**src/rtl/assert_macros.svh**
```systemverilog
// ---------------------------------------------------------------------------
// Assertion macros
// Shared concurrent assertion forms for the execute block.
// ---------------------------------------------------------------------------
`ifndef ASSERT_MACROS_SVH
`define ASSERT_MACROS_SVH

// Same-cycle implication.
`define TRME_ASSERT_IMPL(label, clk, rst, ante, cons) \
  label: assert property (@(posedge clk) disable iff (rst) (ante) |-> (cons)) \
    else $error("assertion failed");

// Next-cycle implication.
`define TRME_ASSERT_NEXT(label, clk, rst, ante, cons) \
  label: assert property (@(posedge clk) disable iff (rst) (ante) |=> (cons)) \
    else $error("assertion failed");

`endif

```
**src/rtl/trme_pkg.sv**
```systemverilog
`timescale 1ns / 1ps
// ---------------------------------------------------------------------------
// trme_pkg
// Types, codes and decode helpers of the register machine execute block.
// ---------------------------------------------------------------------------
package trme_pkg;

  typedef logic [15:0] word_t;
  typedef logic [7:0]  addr_t;
  typedef logic [2:0]  ridx_t;
  typedef logic [1:0]  rsel_t;

  typedef enum logic [2:0] {
    MODE_LOAD  = 3'd0,
    MODE_STORE = 3'd1,
    MODE_ADD   = 3'd2,
    MODE_SUB   = 3'd3,
    MODE_MUL   = 3'd4,
    MODE_JGT   = 3'd5,
    MODE_HALT  = 3'd6
  } mode_t;

  // load sub-modes
  localparam rsel_t LD_DIRECT   = 2'd0;
  localparam rsel_t LD_IMM      = 2'd1;
  localparam rsel_t LD_INDIRECT = 2'd2;
  localparam rsel_t LD_MOVE     = 2'd3;

  // store sub-modes at or above this use a register address
  localparam rsel_t ST_INDIRECT = 2'd2;

  localparam int RA_LSB  = 10;
  localparam int RB_LSB  = 8;
  localparam int IMM_LSB = 0;

  typedef struct packed {
    logic  rw;
    ridx_t ridx;
    word_t rval;
    logic  rd_en;
    addr_t rd_addr;
    logic  mw;
    addr_t waddr;
    word_t wdata;
    logic  jt;
    addr_t jtgt;
    logic  hl;
  } exec_t;

  // fixed register moves
  function automatic ridx_t move_dst(rsel_t ra);
    ridx_t d;
    case (ra)
      2'd0:    d = 3'd3;
      2'd1:    d = 3'd1;
      2'd2:    d = 3'd2;
      default: d = 3'd3;
    endcase
    return d;
  endfunction

  function automatic ridx_t move_src(rsel_t ra);
    return ridx_t'(ra) + 3'd1;
  endfunction

endpackage

```
**src/rtl/trme_alu.sv**
```systemverilog
`timescale 1ns / 1ps
// ---------------------------------------------------------------------------
// trme_alu
// Instruction decode and execute: arithmetic, compare, load/store addressing.
// ---------------------------------------------------------------------------
module trme_alu (
  input  logic [2:0]       mode,
  input  trme_pkg::rsel_t  ra,
  input  trme_pkg::rsel_t  rb,
  input  trme_pkg::addr_t  imm,
  input  trme_pkg::word_t  a,
  input  trme_pkg::word_t  b,
  output trme_pkg::exec_t  ex
);
  import trme_pkg::*;

  word_t prod;

  // low 16 bits of the product
  assign prod = a * b;

  always_comb begin
    ex = '0;
    case (mode_t'(mode))
      MODE_LOAD: begin
        ex.rw   = 1'b1;
        ex.ridx = ridx_t'(ra);
        case (rb)
          LD_DIRECT: begin
            ex.rd_en   = 1'b1;
            ex.rd_addr = imm;
          end
          LD_IMM: begin
            ex.rval = word_t'(imm);
          end
          LD_INDIRECT: begin
            ex.rd_en   = 1'b1;
            ex.rd_addr = b[7:0];
          end
          default: begin
            ex.ridx = move_dst(ra);
            ex.rval = a;
          end
        endcase
      end
      MODE_STORE: begin
        ex.mw    = 1'b1;
        ex.waddr = (rb < ST_INDIRECT) ? imm : b[7:0];
        ex.wdata = a;
      end
      MODE_ADD: begin
        ex.rw   = 1'b1;
        ex.ridx = ridx_t'(ra);
        ex.rval = a + b;
      end
      MODE_SUB: begin
        ex.rw   = 1'b1;
        ex.ridx = ridx_t'(ra);
        ex.rval = a - b;
      end
      MODE_MUL: begin
        ex.rw   = 1'b1;
        ex.ridx = ridx_t'(ra);
        ex.rval = prod;
      end
      MODE_JGT: begin
        if (a > b) begin
          ex.jt   = 1'b1;
          ex.jtgt = imm;
        end
      end
      MODE_HALT: begin
        ex.hl = 1'b1;
      end
      default: begin
        ex = '0;
      end
    endcase
  end

endmodule

```
**config.mk**
```make
export PLATFORM = sky130hd
export DESIGN_NAME = trme_alu
export DESIGN_NICKNAME = d
export VERILOG_FILES = /design/src/rtl/assert_macros.svh /design/src/rtl/trme_pkg.sv /design/src/rtl/trme_alu.sv
export SDC_FILE = /design/constraint.sdc
export NUM_CORES = 1
export LEC_CHECK = 0
export BUFFER_PORTS_ARGS = -buffer_cell sky130_fd_sc_hd__clkbuf_2
export CORE_ASPECT_RATIO = 0.5
export CORE_UTILIZATION = 50
export DETAILED_ROUTE_END_ITERATION = 6
export PLACE_DENSITY = 0.74
export SLEW_MARGIN = 20
export SYNTH_ARGS = -nofsm -noshare
export SYNTH_HDL_FRONTEND = slang
export SYNTH_SLANG_ARGS = --single-unit
```
**constraint.sdc**
```tcl
create_clock -name vclk -period 18.4
set_input_delay 1.84 -clock vclk [all_inputs]
set_output_delay 1.84 -clock vclk [all_outputs]
set_load 0.1 [all_outputs]
```
==> results.ini <==
[run_status]
status=complete, no violations

[clocking]
holdBufCountCts=0
cts_setup_buffers=0
ctsResizeCount=0

[timing]
fin_crit_sh_pct=53.3
slew_headroom_pct=54.4
fin_setup_tns_ns=0
slew_violations=0
finalSetupViolCount=0
rsz0062_at_grt=false
tightest_slew_ns=0.684
fin_crit_ns=9.80
finalHoldViolations=0
fmax_ghz=0.102

[route]
drt-initial-drc-count=526
ant_nets=0
first_pass_iters=6
wl_per_cell_um=18.0
viasPerCell=5.59
drc=0
via_count=5981
wl_um=19200

[floorplan]
core_um2=12100
start_util_pct=52.4
design.portCount=111
die_area_um2=13100
die_x_um=161
num_rows=28
dieHeight_um=81.4

[logic_synthesis]
synthCells=835
netlist_area_um2=6310
synth_top_cell_by_area=fa_1
synth_cell_type_count=68
avgSynthCellArea_um2=7.56
ys_warn_count=0
yosys-top-cells-area=fa_1 (26%), ha_1 (16%), inv_1 (9.0%)
synth_nets=1045
netlist.area_leader.share_pct=25.7
ys_seq_area_share_pct=0

[place]
port_buffers=110
place_hpwl_um=15200
dpl-instance-area_um2=6860
gp_congestion=0.930

[grt]
grt_usage_pct=29.3
grt_pass1_vias=5649
grt_pass1_wl_um=29800
grt_overflow=0
antenna_found_initial=0
grt_start_max_net_pins=27

[finish]
drive_above_1_share_pct=14.5
n_clock_buffer=0
seq_cells=0
syn_to_final_growth_pct=8.80
seq_area_um2=0
postLayoutCellArea_um2=6870
nets=1116

[hold_path]
hp-class=primary input to output port

[critical_path]
crit_type=primary input to output port
crit_arrival_ns=7.96
path_cells=clkbuf_2 -> nand2_1 -> fa_1 -> fa_1 -> fa_1 -> fa_1 -> inv_1 -> fa_1 -> inv_1 -> fa_1 -> inv_1 -> ha_1 -> a21o_1 -> nand2_1 -> or2b_2 -> o211ai_1 -> a21oi_1 -> o31ai_1 -> a211o_1 -> clkbuf_2
cpMostUsedCell=fa_1
cp.required_ns=16.56
end_kind=output port
critPathLaunchType=primary input
crit_fanout=17
slowest_stage=fa_1
critPathMaxStageDelay_ns=0.57

[job]
drv_cap=0

area by class of cell:
type | count | area (µm²)
Antenna cell | 1 | 2.50
Fill cell | 1168 | 5180
Inverter | 153 | 574
Multi-Input combinational cell | 641 | 5530
Tap cell | 165 | 206
Timing Repair Buffer | 110 | 551
cell usage in the layout (no fill, tap or decap), types with 6 or more instances in the layout:
cell / count
o21ai_0: 17
a21oi_1: 46
nor2_1: 53
xor2_1: 12
and2_1: 77
and3_1: 6
nand2_1: 92
a21o_1: 10
nor2b_1: 13
nand2b_1: 9
clkbuf_2: 110
inv_1: 152
fa_1: 81
nor3_1: 11
nand3_1: 7
xnor2_1: 33
o221ai_1: 10
o211ai_1: 6
ha_1: 82
routing by layer:
layer / share of wire, % / routed length (µm) / GRT usage, % / up-vias
met5: 0 / 0 / 0 / -
met4: 1.3 / 243 / 4.62 / 0
met3: 8.4 / 1620 / 3.13 / 19
met2: 45 / 8600 / 49.0 / 277
met1: 46 / 8780 / 42.0 / 2895
li1: - / - / - / 2790
worst max-delay path: cells and delay by family:
family                     cells  cell delay, ns
adders and majority gates      7            3.40
and+or+nand+nor                3            0.54
AOI/OAI and AO/OA              5            1.18
buffers and inverters          5            0.98
cells by family after synthesis:
logic type               after synthesis  share of synthesized area [%]
AO/OA/AOI/OAI                        135                           15.0
XOR/XNOR                              48                           7.12
adder cells (fa/ha/maj)              163                           42.0
buffers and inverters                194                           12.3
multiplexers                           5                          0.793
other                                  1                         0.0594
AND/OR/NAND/NOR                      289                           22.8
synthesized netlist by cell type (3+ instances only):
cell,number
a21o_1,10
a21oi_1,46
a22oi_1,5
a31oi_1,5
and2_1,77
and3_1,6
buf_1,3
buf_2,6
clkbuf_1,26
fa_1,81
ha_1,82
inv_1,152
mux2i_1,5
nand2_1,92
nand2b_1,9
nand3_1,7
nand4_1,3
nor2_1,53
nor2b_1,13
nor3_1,11
nor4_1,3
o2111ai_1,3
o211ai_1,6
o21ai_0,17
o21bai_1,4
o221ai_1,10
or2_2,3
or3_1,4
xnor2_1,33
xor2_1,12
through the flow:
stage	setup slack, ns	std cells	util (%)	hold slack [ns]
detailed placement	8.71	1069	57.0	4.24
global route	8.47	1069	57.0	4.26
finish	8.60	1070	57.0	4.24
global placement	8.80	1069	57.0	4.22
floorplan	8.72	835	-	3.95
CTS	8.73	1069	57.0	4.25
final timing paths:
| path | startpoint | end | slack, ns | cells past startpoint |
|---|---|---|---|---|
| setup / recovery | b[1] | ex[59] | 8.60 | 20 |
| hold / removal | ra[1] | ex[61] | 4.24 | 4 |
