## src/rtl/assert_macros.svh

```systemverilog
// ---------------------------------------------------------------------------
// Assertion macros
// Shared concurrent assertion forms for the execute block.
// ---------------------------------------------------------------------------
`ifndef ASSERT_MACROS_SVH
`define ASSERT_MACROS_SVH

// Same-cycle implication.
`define TRME_ASSERT_IMPL(label, clk, rst, ante, cons) \
  label: assert property (@(posedge clk) disable iff (rst) (ante) |-> (cons)) \
    else $error("assertion failed");

// Next-cycle implication.
`define TRME_ASSERT_NEXT(label, clk, rst, ante, cons) \
  label: assert property (@(posedge clk) disable iff (rst) (ante) |=> (cons)) \
    else $error("assertion failed");

`endif

```

## src/rtl/trme_pkg.sv

```systemverilog
`timescale 1ns / 1ps
// ---------------------------------------------------------------------------
// trme_pkg
// Types, codes and decode helpers of the register machine execute block.
// ---------------------------------------------------------------------------
package trme_pkg;

  typedef logic [15:0] word_t;
  typedef logic [7:0]  addr_t;
  typedef logic [2:0]  ridx_t;
  typedef logic [1:0]  rsel_t;

  typedef enum logic [2:0] {
    MODE_LOAD  = 3'd0,
    MODE_STORE = 3'd1,
    MODE_ADD   = 3'd2,
    MODE_SUB   = 3'd3,
    MODE_MUL   = 3'd4,
    MODE_JGT   = 3'd5,
    MODE_HALT  = 3'd6
  } mode_t;

  // load sub-modes
  localparam rsel_t LD_DIRECT   = 2'd0;
  localparam rsel_t LD_IMM      = 2'd1;
  localparam rsel_t LD_INDIRECT = 2'd2;
  localparam rsel_t LD_MOVE     = 2'd3;

  // store sub-modes at or above this use a register address
  localparam rsel_t ST_INDIRECT = 2'd2;

  localparam int RA_LSB  = 10;
  localparam int RB_LSB  = 8;
  localparam int IMM_LSB = 0;

  typedef struct packed {
    logic  rw;
    ridx_t ridx;
    word_t rval;
    logic  rd_en;
    addr_t rd_addr;
    logic  mw;
    addr_t waddr;
    word_t wdata;
    logic  jt;
    addr_t jtgt;
    logic  hl;
  } exec_t;

  // fixed register moves
  function automatic ridx_t move_dst(rsel_t ra);
    ridx_t d;
    case (ra)
      2'd0:    d = 3'd3;
      2'd1:    d = 3'd1;
      2'd2:    d = 3'd2;
      default: d = 3'd3;
    endcase
    return d;
  endfunction

  function automatic ridx_t move_src(rsel_t ra);
    return ridx_t'(ra) + 3'd1;
  endfunction

endpackage

```

## src/rtl/trme_dmem.sv

```systemverilog
`timescale 1ns / 1ps
// ---------------------------------------------------------------------------
// trme_dmem
// Data memory: one registered read port, one write port, write-first.
// Words read as zero until written after reset.
// ---------------------------------------------------------------------------
module trme_dmem #(
  parameter int DEPTH = 256,
  parameter int AW    = $clog2(DEPTH)
) (
  input  logic            clk,
  input  logic            rst,
  input  logic            re,
  input  logic [AW-1:0]   raddr,
  output trme_pkg::word_t rdata,
  input  logic            we,
  input  logic [AW-1:0]   waddr,
  input  trme_pkg::word_t wdata
);
  import trme_pkg::*;

  word_t            mem [DEPTH];
  logic [DEPTH-1:0] vld;

  always_ff @(posedge clk) begin
    if (rst) begin
      vld <= '0;
    end else if (we) begin
      vld[waddr] <= 1'b1;
    end
  end

  always_ff @(posedge clk) begin
    if (we) begin
      mem[waddr] <= wdata;
    end
  end

  always_ff @(posedge clk) begin
    if (re) begin
      rdata <= (we && waddr == raddr) ? wdata : (vld[raddr] ? mem[raddr] : '0);
    end
  end

endmodule

```

## config.mk

```make
export PLATFORM = sky130hd
export DESIGN_NAME = trme_dmem
export DESIGN_NICKNAME = d
export VERILOG_FILES = /design/src/rtl/assert_macros.svh /design/src/rtl/trme_pkg.sv /design/src/rtl/trme_dmem.sv
export SDC_FILE = /design/constraint.sdc
export NUM_CORES = 2
export LEC_CHECK = 0
export BUFFER_PORTS_ARGS = -buffer_cell sky130_fd_sc_hd__clkbuf_2
export CAP_MARGIN = 20
export CORE_MARGIN = 3
export CORE_UTILIZATION = 55
export CTS_CLUSTER_DIAMETER = 30
export DETAILED_ROUTE_END_ITERATION = 6
export PLACE_DENSITY = 0.7
export SLEW_MARGIN = 10
export SYNTH_ARGS = -nofsm -noshare
export SYNTH_HDL_FRONTEND = slang
export SYNTH_SLANG_ARGS = --single-unit
export TNS_END_PERCENT = 100
```

## constraint.sdc

```tcl
create_clock -name clk -period 6.95 [get_ports clk]
set_clock_uncertainty 0.15 [all_clocks]
set_input_delay 1.39 -clock clk [delete_from_list [all_inputs] [get_ports clk]]
set_output_delay 1.39 -clock clk [all_outputs]
set_load 0.01 [all_outputs]
```

==> run metrics <==
Worst slew margin 0.104; max-cap viol count 0; Worst Path Max Fanout 65; Tcrit/Tclk final 0.757; status complete, but fails checks; largest net degree at the start of global routing 198; first-pass GRT wire length 734 mm; row cnt 202; ys flop type edfxtp_1; critical path launch point type input port; Syn Area/Cell 20.2 µm²; Yosys cell types 74; Slew Viols, Final 0; TritonCTS Buffers 720; kind of critical path in -> reg; most common cell after layout, fill and taps aside edfxtp_1; static leakage 66.8 nW; CP Cell Sequence buf_12, buf_12, buf_4, mux4_2, and2_1, o22ai_1, a21oi_1, nor4_1, buf_4, o32a_1, nor3_4, a32o_1; RSZ-0062 raised after global routing false; vias in the first global route 94,300; clock tree buffer depth 4; Setup Fix Bufs, Post-CTS 0; Total Power 68.4 mW; failing checks DRC; # DRC 1; core area 304,000 µm²; number of enable flip-flop cells after synthesis 4,112; final WL 525 mm; clk_lat worst skew 1.11 ns; Synth Instances 8,318; Worst IR Drop VDD 0.000251 V; DR iter-0 viols 16,300; Arr. time, crit path 5.95 ns; CP Capture Type flop; FF+latch count, synth 4,368; RePlAce Congestion 0.943; drt via density 6.81; antenna violations before repair 39; CTS tree yes; Critical Path RT 7.63 ns; worst slew pin tran 1.33 ns; commonest non-fill, non-tap cells in the layout 4,112 x edfxtp_1, 960 x mux4_2, 730 x clkbuf_16; Crit path max-delay family buffers and inverters; Hold WC Path Type reg -> reg; clk slew on worst S/H paths 0.06 ns; Syn Std Cell Area 168,000 µm²; Post-synth ARST share 0; Ports 52; CTS sink cnt 4,368; hold buffer count at cts 0; Detailed Place HPWL 304 mm; minimum hold slack 0.315 ns; Die Height 559 µm; Buf/Inv on CP 4; chip width 559 µm; ANT nets after route 0; count of yosys warnings during synthesis 0; layout overhead on the synthesized area 20.3%; WL/cell 37.8 µm; first-pass detailed-route iteration total 7; # resized after CTS 0; final-stage net count 9,184; Period minus WS final 5.26 ns; Hold Fails Final Rpt 0; PD cells 338 nW/µm²; gr usage total 0.334; die area 313,000 µm²; input/output buffers 51; starting density of the core 0.554; via count 94,600; htree depth 6; post-layout util 0.667; Synth Net Count 8,354; FMAX 190 MHz; Slowest cell on crit path nor4_1; remaining global-route overflow 0; final setup violation count 0; share of cells above drive strength 1 0.316; Critical Path Max Stage Delay 0.71 ns; sequential share of the synthesized area 0.764; setup TNS 0 ns; cell chosen for the clock root clkbuf_16
[per-stage QoR]
step                      worst slack, ns  cells  area, µm²
after CTS                            2.01  13900     203000
after floorplan                      2.62   8318     168000
after global placement              0.628  12500     176000
after detailed placement            0.902  12500     177000
final                                1.69  13900     203000
after global routing                 1.75  13900     203000
[worst reg2reg max path: stages (launching register included)]
cell and delay, ns:
dfxtp_1 0.31, mux4_1 0.51, mux2i_1 0.32, mux4_2 0.30, nor3b_1 0.93, o32a_1 0.65, nor3_4 0.27, a32o_1 0.31
[per-layer routing]
layer | vias to the layer above | part of all wire | global-route usage
li1 | 36100 | - | -
met2 | 7984 | 0.45 | 0.488
met1 | 48800 | 0.34 | 0.441
met4 | 12 | 0.070 | 0.198
met3 | 1702 | 0.14 | 0.110
met5 | - | 0.00044 | 0.00960
[cell usage after synthesis (8+ instances only)]
cell type | n | area [µm²]
nor4_1 | 16 | 100
a32oi_1 | 10 | 87.6
a2111oi_0 | 12 | 105
dfxtp_1 | 256 | 5120
a221oi_1 | 21 | 184
o211ai_1 | 18 | 135
mux2_2 | 29 | 327
o221ai_1 | 63 | 552
mux2i_1 | 467 | 4670
nand2_1 | 266 | 998
clkbuf_1 | 245 | 920
o21ba_2 | 29 | 290
nor2b_1 | 19 | 119
o2111ai_1 | 8 | 70.1
a311oi_1 | 17 | 149
nor3_1 | 26 | 130
nand4_1 | 19 | 119
a22oi_1 | 79 | 593
a21oi_1 | 97 | 485
a31oi_1 | 32 | 200
buf_1 | 33 | 124
buf_6 | 75 | 845
a22o_1 | 24 | 210
o21ai_0 | 70 | 350
nor2_1 | 809 | 3040
and3_1 | 20 | 125
buf_2 | 77 | 385
a32o_1 | 10 | 100
buf_4 | 63 | 473
edfxtp_1 | 4112 | 123000
nand3_1 | 91 | 455
and2_1 | 9 | 56.3
mux4_2 | 960 | 21600
a211oi_1 | 24 | 180
o22ai_1 | 114 | 713
[sequential cells by signal (all words and copies together), names as in the netlist]
signal / cells
mem: 4096
vld: 256
rdata: 16
[power by group]
part / switching [mW] / internal [mW] / total, mW
registers: 0.0352 / 28.9 / 28.9
logic: 2.11 / 0.949 / 3.06
clock network: 13.4 / 23.0 / 36.4
[cell type report]
class / instances / area (µm²)
Multi-Input combinational cell: 3444 / 37700
Timing Repair Buffer: 606 / 5660
Inverter: 8 / 45.0
Fill cell: 18800 / 101000
Clock inverter: 509 / 6480
Sequential cell: 4368 / 129000
Tap cell: 4080 / 5100
Antenna cell: 25 / 62.6
Clock buffer: 846 / 19000
[kinds of logic after synthesis]
family | Yosys count | share of synthesized area
simple gates | 1303 | 0.0318
flops | 4368 | 0.764
compound gates | 673 | 0.0285
xor+xnor | 8 | 0.000416
buf+inv | 506 | 0.0170
mux | 1460 | 0.159
[worst paths after layout]
kind	slack, ns	depth (start not counted)	startpoint	endpoint
worst max-delay path	1.69	12	raddr[0]	rdata[3]$_DFFE_PP_
worst max register to register	2.95	7	vld[153]$_SDFFE_PP0P_	rdata[3]$_DFFE_PP_
worst min-delay path	0.31	2	vld[46]$_SDFFE_PP0P_	vld[46]$_SDFFE_PP0P_
worst min register to register	0.31	2	vld[46]$_SDFFE_PP0P_	vld[46]$_SDFFE_PP0P_
Power figures use the tool's default switching activity.
