$ cat src/rtl/assert_macros.svh
// ---------------------------------------------------------------------------
// Assertion macros
// Shared concurrent assertion forms for the execute block.
// ---------------------------------------------------------------------------
`ifndef ASSERT_MACROS_SVH
`define ASSERT_MACROS_SVH

// Same-cycle implication.
`define TRME_ASSERT_IMPL(label, clk, rst, ante, cons) \
  label: assert property (@(posedge clk) disable iff (rst) (ante) |-> (cons)) \
    else $error("assertion failed");

// Next-cycle implication.
`define TRME_ASSERT_NEXT(label, clk, rst, ante, cons) \
  label: assert property (@(posedge clk) disable iff (rst) (ante) |=> (cons)) \
    else $error("assertion failed");

`endif

$ cat src/rtl/trme_pkg.sv
`timescale 1ns / 1ps
// ---------------------------------------------------------------------------
// trme_pkg
// Types, codes and decode helpers of the register machine execute block.
// ---------------------------------------------------------------------------
package trme_pkg;

  typedef logic [15:0] word_t;
  typedef logic [7:0]  addr_t;
  typedef logic [2:0]  ridx_t;
  typedef logic [1:0]  rsel_t;

  typedef enum logic [2:0] {
    MODE_LOAD  = 3'd0,
    MODE_STORE = 3'd1,
    MODE_ADD   = 3'd2,
    MODE_SUB   = 3'd3,
    MODE_MUL   = 3'd4,
    MODE_JGT   = 3'd5,
    MODE_HALT  = 3'd6
  } mode_t;

  // load sub-modes
  localparam rsel_t LD_DIRECT   = 2'd0;
  localparam rsel_t LD_IMM      = 2'd1;
  localparam rsel_t LD_INDIRECT = 2'd2;
  localparam rsel_t LD_MOVE     = 2'd3;

  // store sub-modes at or above this use a register address
  localparam rsel_t ST_INDIRECT = 2'd2;

  localparam int RA_LSB  = 10;
  localparam int RB_LSB  = 8;
  localparam int IMM_LSB = 0;

  typedef struct packed {
    logic  rw;
    ridx_t ridx;
    word_t rval;
    logic  rd_en;
    addr_t rd_addr;
    logic  mw;
    addr_t waddr;
    word_t wdata;
    logic  jt;
    addr_t jtgt;
    logic  hl;
  } exec_t;

  // fixed register moves
  function automatic ridx_t move_dst(rsel_t ra);
    ridx_t d;
    case (ra)
      2'd0:    d = 3'd3;
      2'd1:    d = 3'd1;
      2'd2:    d = 3'd2;
      default: d = 3'd3;
    endcase
    return d;
  endfunction

  function automatic ridx_t move_src(rsel_t ra);
    return ridx_t'(ra) + 3'd1;
  endfunction

endpackage

$ cat src/rtl/trme_regfile.sv
`timescale 1ns / 1ps
// ---------------------------------------------------------------------------
// trme_regfile
// Register file: two registered read ports, one write port, write-first.
// Entries read as zero until written after reset.
// ---------------------------------------------------------------------------
module trme_regfile #(
  parameter int DEPTH = 5,
  parameter int IW    = $clog2(DEPTH)
) (
  input  logic                clk,
  input  logic                rst,
  input  logic                re,
  input  logic [IW-1:0]       raddr_a,
  input  logic [IW-1:0]       raddr_b,
  output trme_pkg::word_t     rdata_a,
  output trme_pkg::word_t     rdata_b,
  input  logic                we,
  input  logic [IW-1:0]       waddr,
  input  trme_pkg::word_t     wdata
);
  import trme_pkg::*;

  word_t            mem [DEPTH];
  logic [DEPTH-1:0] vld;

  always_ff @(posedge clk) begin
    if (rst) begin
      vld <= '0;
    end else if (we) begin
      vld[waddr] <= 1'b1;
    end
  end

  always_ff @(posedge clk) begin
    if (we) begin
      mem[waddr] <= wdata;
    end
  end

  always_ff @(posedge clk) begin
    if (re) begin
      rdata_a <= (we && waddr == raddr_a) ? wdata : (vld[raddr_a] ? mem[raddr_a] : '0);
      rdata_b <= (we && waddr == raddr_b) ? wdata : (vld[raddr_b] ? mem[raddr_b] : '0);
    end
  end

endmodule

$ cat config.mk
export PLATFORM = sky130hd
export DESIGN_NAME = trme_regfile
export DESIGN_NICKNAME = d
export VERILOG_FILES = /design/src/rtl/assert_macros.svh /design/src/rtl/trme_pkg.sv /design/src/rtl/trme_regfile.sv
export SDC_FILE = /design/constraint.sdc
export NUM_CORES = 1
export LEC_CHECK = 0
export BUFFER_PORTS_ARGS = -buffer_cell sky130_fd_sc_hd__buf_2
export CAP_MARGIN = 40
export CORE_UTILIZATION = 45
export CTS_BUF_LIST = sky130_fd_sc_hd__clkbuf_8
export DETAILED_ROUTE_END_ITERATION = 10
export HOLD_SLACK_MARGIN = 0.06
export SLEW_MARGIN = 20
export SYNTH_ARGS = -nofsm -noshare
export SYNTH_HDL_FRONTEND = slang
export SYNTH_SLANG_ARGS = --single-unit
$ cat constraint.sdc
create_clock -name clk -period 3.82 [get_ports clk]
set_input_delay 0.764 -clock clk [delete_from_list [all_inputs] [get_ports clk]]
set_output_delay 0.764 -clock clk [all_outputs]
set_load 0.01 [all_outputs]
==> results.sh <==
export IMPL_power_uw=2760
export IMPL_grt_start_max_net_pins=33
export IMPL_ant_nets=0
export IMPL_status="finished clean"
export IMPL_cts_tree="built"
export IMPL_cp_cell_sequence="buf_2, xnor2_1, and4_1, buf_4, o21bai_4, o21ai_1"
export IMPL_synth_commonest_cells="edfxtp_1, mux2i_1, o21ai_1, nand2_1, mux4_2"
export IMPL_startpoint="raddr_a[0]"
export IMPL_diodes=0
export IMPL_ys_types=20
export IMPL_dp_cells=493
export IMPL_drv_slew=0
export IMPL_start_kind="input pin"
export IMPL_synth_compound_area_frac=0.0398
export IMPL_row_count=38
export IMPL_synth_top_area_share=0.645
export IMPL_die_h_um=110
export IMPL_cpMaxStageDelayCell="buf_2"
export IMPL_cts_resized=0
export IMPL_grt_first_pass_wirelength_um=16300
export IMPL_clockBufferDepth=2
export IMPL_synth_xor_area_share=0.0101
export IMPL_synth_top_cells_by_area="edfxtp_1, mux4_2, mux2i_1, o21ai_1, nand2_1"
export IMPL_placed_cell_area_um2=5620
export IMPL_yosysWarnings=0
export IMPL_crit_required_ps=3970
export IMPL_dp_hpwl_um=6430
export IMPL_yosysSeqAreaShare=0.664
export IMPL_grt_usage=0.193
export IMPL_synth_most_common_cell="edfxtp_1"
export IMPL_numPortBuffers=60
export IMPL_cts_hold_buf=0
export IMPL_worst_slew_pin_slew_ps=738
export IMPL_cts_reportedPaths_clkPinSlew_ps=70
export IMPL_avgSynthCellArea_um2=17.2
export IMPL_setup_violations=0
export IMPL_dieWidth_um=110
export IMPL_ios=61
export IMPL_cts_htree_levels=4
export IMPL_ys_flop_type="edfxtp_1"
export IMPL_setup_tns_ps=0
export IMPL_fillers=907
export IMPL_critical_path_class="in -> reg"
export IMPL_p_per_area_nw_per_um2=460
export IMPL_synth_largest_area_cell="edfxtp_1"
export IMPL_cts_root_buf="clkbuf_8"
export IMPL_synth_edf_count=112
export IMPL_hold_ws_ps=507
export IMPL_antenna_found_initial=0
export IMPL_ys_ff_latch=117
export IMPL_path_max_fanout=20
export IMPL_gr_max_usage_layer="met2"
export IMPL_cap_violations=0
export IMPL_drtPass1Iterations=5
export IMPL_hp_class="reg -> reg"
export IMPL_power_leakage_uw=0.00213
export IMPL_wirelength_um=10200
export IMPL_r2r_slack_ps=2340
export IMPL_synthToLayoutAreaGrowth_pct=14.9
export IMPL_die_area_um2=12000
export IMPL_grt_pass1_vias=3032
export IMPL_fmax_mhz=443
export IMPL_post_cts_buffers=0
export IMPL_synth_area_um2=5220
export IMPL_drive_gt1_frac=0.356
export IMPL_clk_latency_ps=420
export IMPL_synthSimpleGateAreaFrac=0.0511
export IMPL_r2r_start="vld[1]"
export IMPL_hold_violations=0
export IMPL_wire_per_inst_um=19.4
export IMPL_drtIter0Drc=99
export IMPL_syn_inst=304
export IMPL_muxShareOfSynthArea=0.207
export IMPL_final_nets=401
export IMPL_synth_top_family_by_area="multiplexers"
export IMPL_via_count=2877
export IMPL_grt_use_met3=0.0462
export IMPL_hold_start="vld[0]"
export IMPL_critPathArrivalTime_ps=2410
export IMPL_grt_ovfl_total=0
export IMPL_period_share=0.591
export IMPL_ys_async_sr_fraction=0
export IMPL_fin_worst_skew_ps=8.17
export IMPL_cts_inserted_buffers=17
export IMPL_slew_headroom=0.508
export IMPL_crit_family="buffers and inverters"
export IMPL_clock_sinks=117
export IMPL_start_util=0.471
export IMPL_grtUsageMet1=0.239
export IMPL_viasPerCell=5.48
export IMPL_cpPeakStageDelay_ps=550
export IMPL_gp_congestion=0.730
export IMPL_ir_drop_mv=0.202
export IMPL_cp_buffers_inverters=2
export IMPL_fin_cells=525
export IMPL_globalRouteMet2Util=0.327
export IMPL_synth_nets=333
export IMPL_worstSetupEndpointType="flip-flop"
export IMPL_fin_area_um2=6000
export IMPL_grt_setup_unrepaired="no"
export IMPL_period_minus_slack_ps=2260
export IMPL_core_area_um2=11100
export IMPL_remaining_drc_errors=0
export IMPL_synth_fa_ha_area_frac=0
==> state kept, by name, indices dropped and copies added (netlist names) <==
register,flops
rdata_a,16
rdata_b,16
vld,5
mem,80
==> tightest hold or removal path: cells and delay by family (launching register included) <==
| family | cells | cell delay, ps |
|---|---|---|
| flip-flops | 1 | 330 |
| AND/OR/NAND/NOR | 2 | 140 |
==> report_power, final <==
| group | internal, uW | switching (uW) |
|---|---|---|
| Sequential | 1460 | 18.0 |
| Clock | 568 | 489 |
| Combinational | 101 | 124 |
| Total | 2130 | 632 |
==> routing by layer <==
| layer | wire length, um | up-vias |
|---|---|---|
| met1 | 4250 | 1454 |
| li1 | - | 1335 |
| met3 | 462 | 15 |
| met2 | 5330 | 73 |
| met4 | 153 | 0 |
| met5 | 0 | - |
==> per-stage QoR <==
step | setup WS, ps | util
after floorplan | 1160 | -
after global placement | 1130 | 0.507
after detailed placement | 1080 | 0.507
after CTS | 1540 | 0.541
after global routing | 1430 | 0.541
final | 1560 | 0.541
==> logic make-up (layout without fill, tap and decap cells) <==
group	count (synthesis)	after routing
xor+xnor	6	6
buf+inv	19	100
simple gates	58	58
compound gates	36	36
mux	68	68
flops	117	117
==> final cells by class <==
type	count	area, um2	share of cell area
clock inverters	15	140	0.0234
well taps	140	175	0.0292
flip-flops and latches	117	3460	0.578
repair buffers	68	360	0.0601
multi-input cells	168	1620	0.271
clock buffers	17	234	0.0390
==> final timing paths <==
check,to,cells after the start
setup / recovery,rdata_a[6],6
hold / removal,vld[0],2
setup reg to reg,rdata_a[6],4
hold reg to reg,vld[0],2
==> cells in the final DEF, fill, tap and decap left out, drive strengths merged <==
master and n:
nand2b 4, clkinvlp 5, o21bai 2, nor3 4
o21ai 34, mux2i 36, mux4 32, bufinv 2
dfxtp 5, nor3b 1, and4 2, clkbuf 17
edfxtp 112, buf 68, nand4bb 2, nor2 12
nand2 33, clkinv 8, xnor2 6
Power figures use the tool's default switching activity.
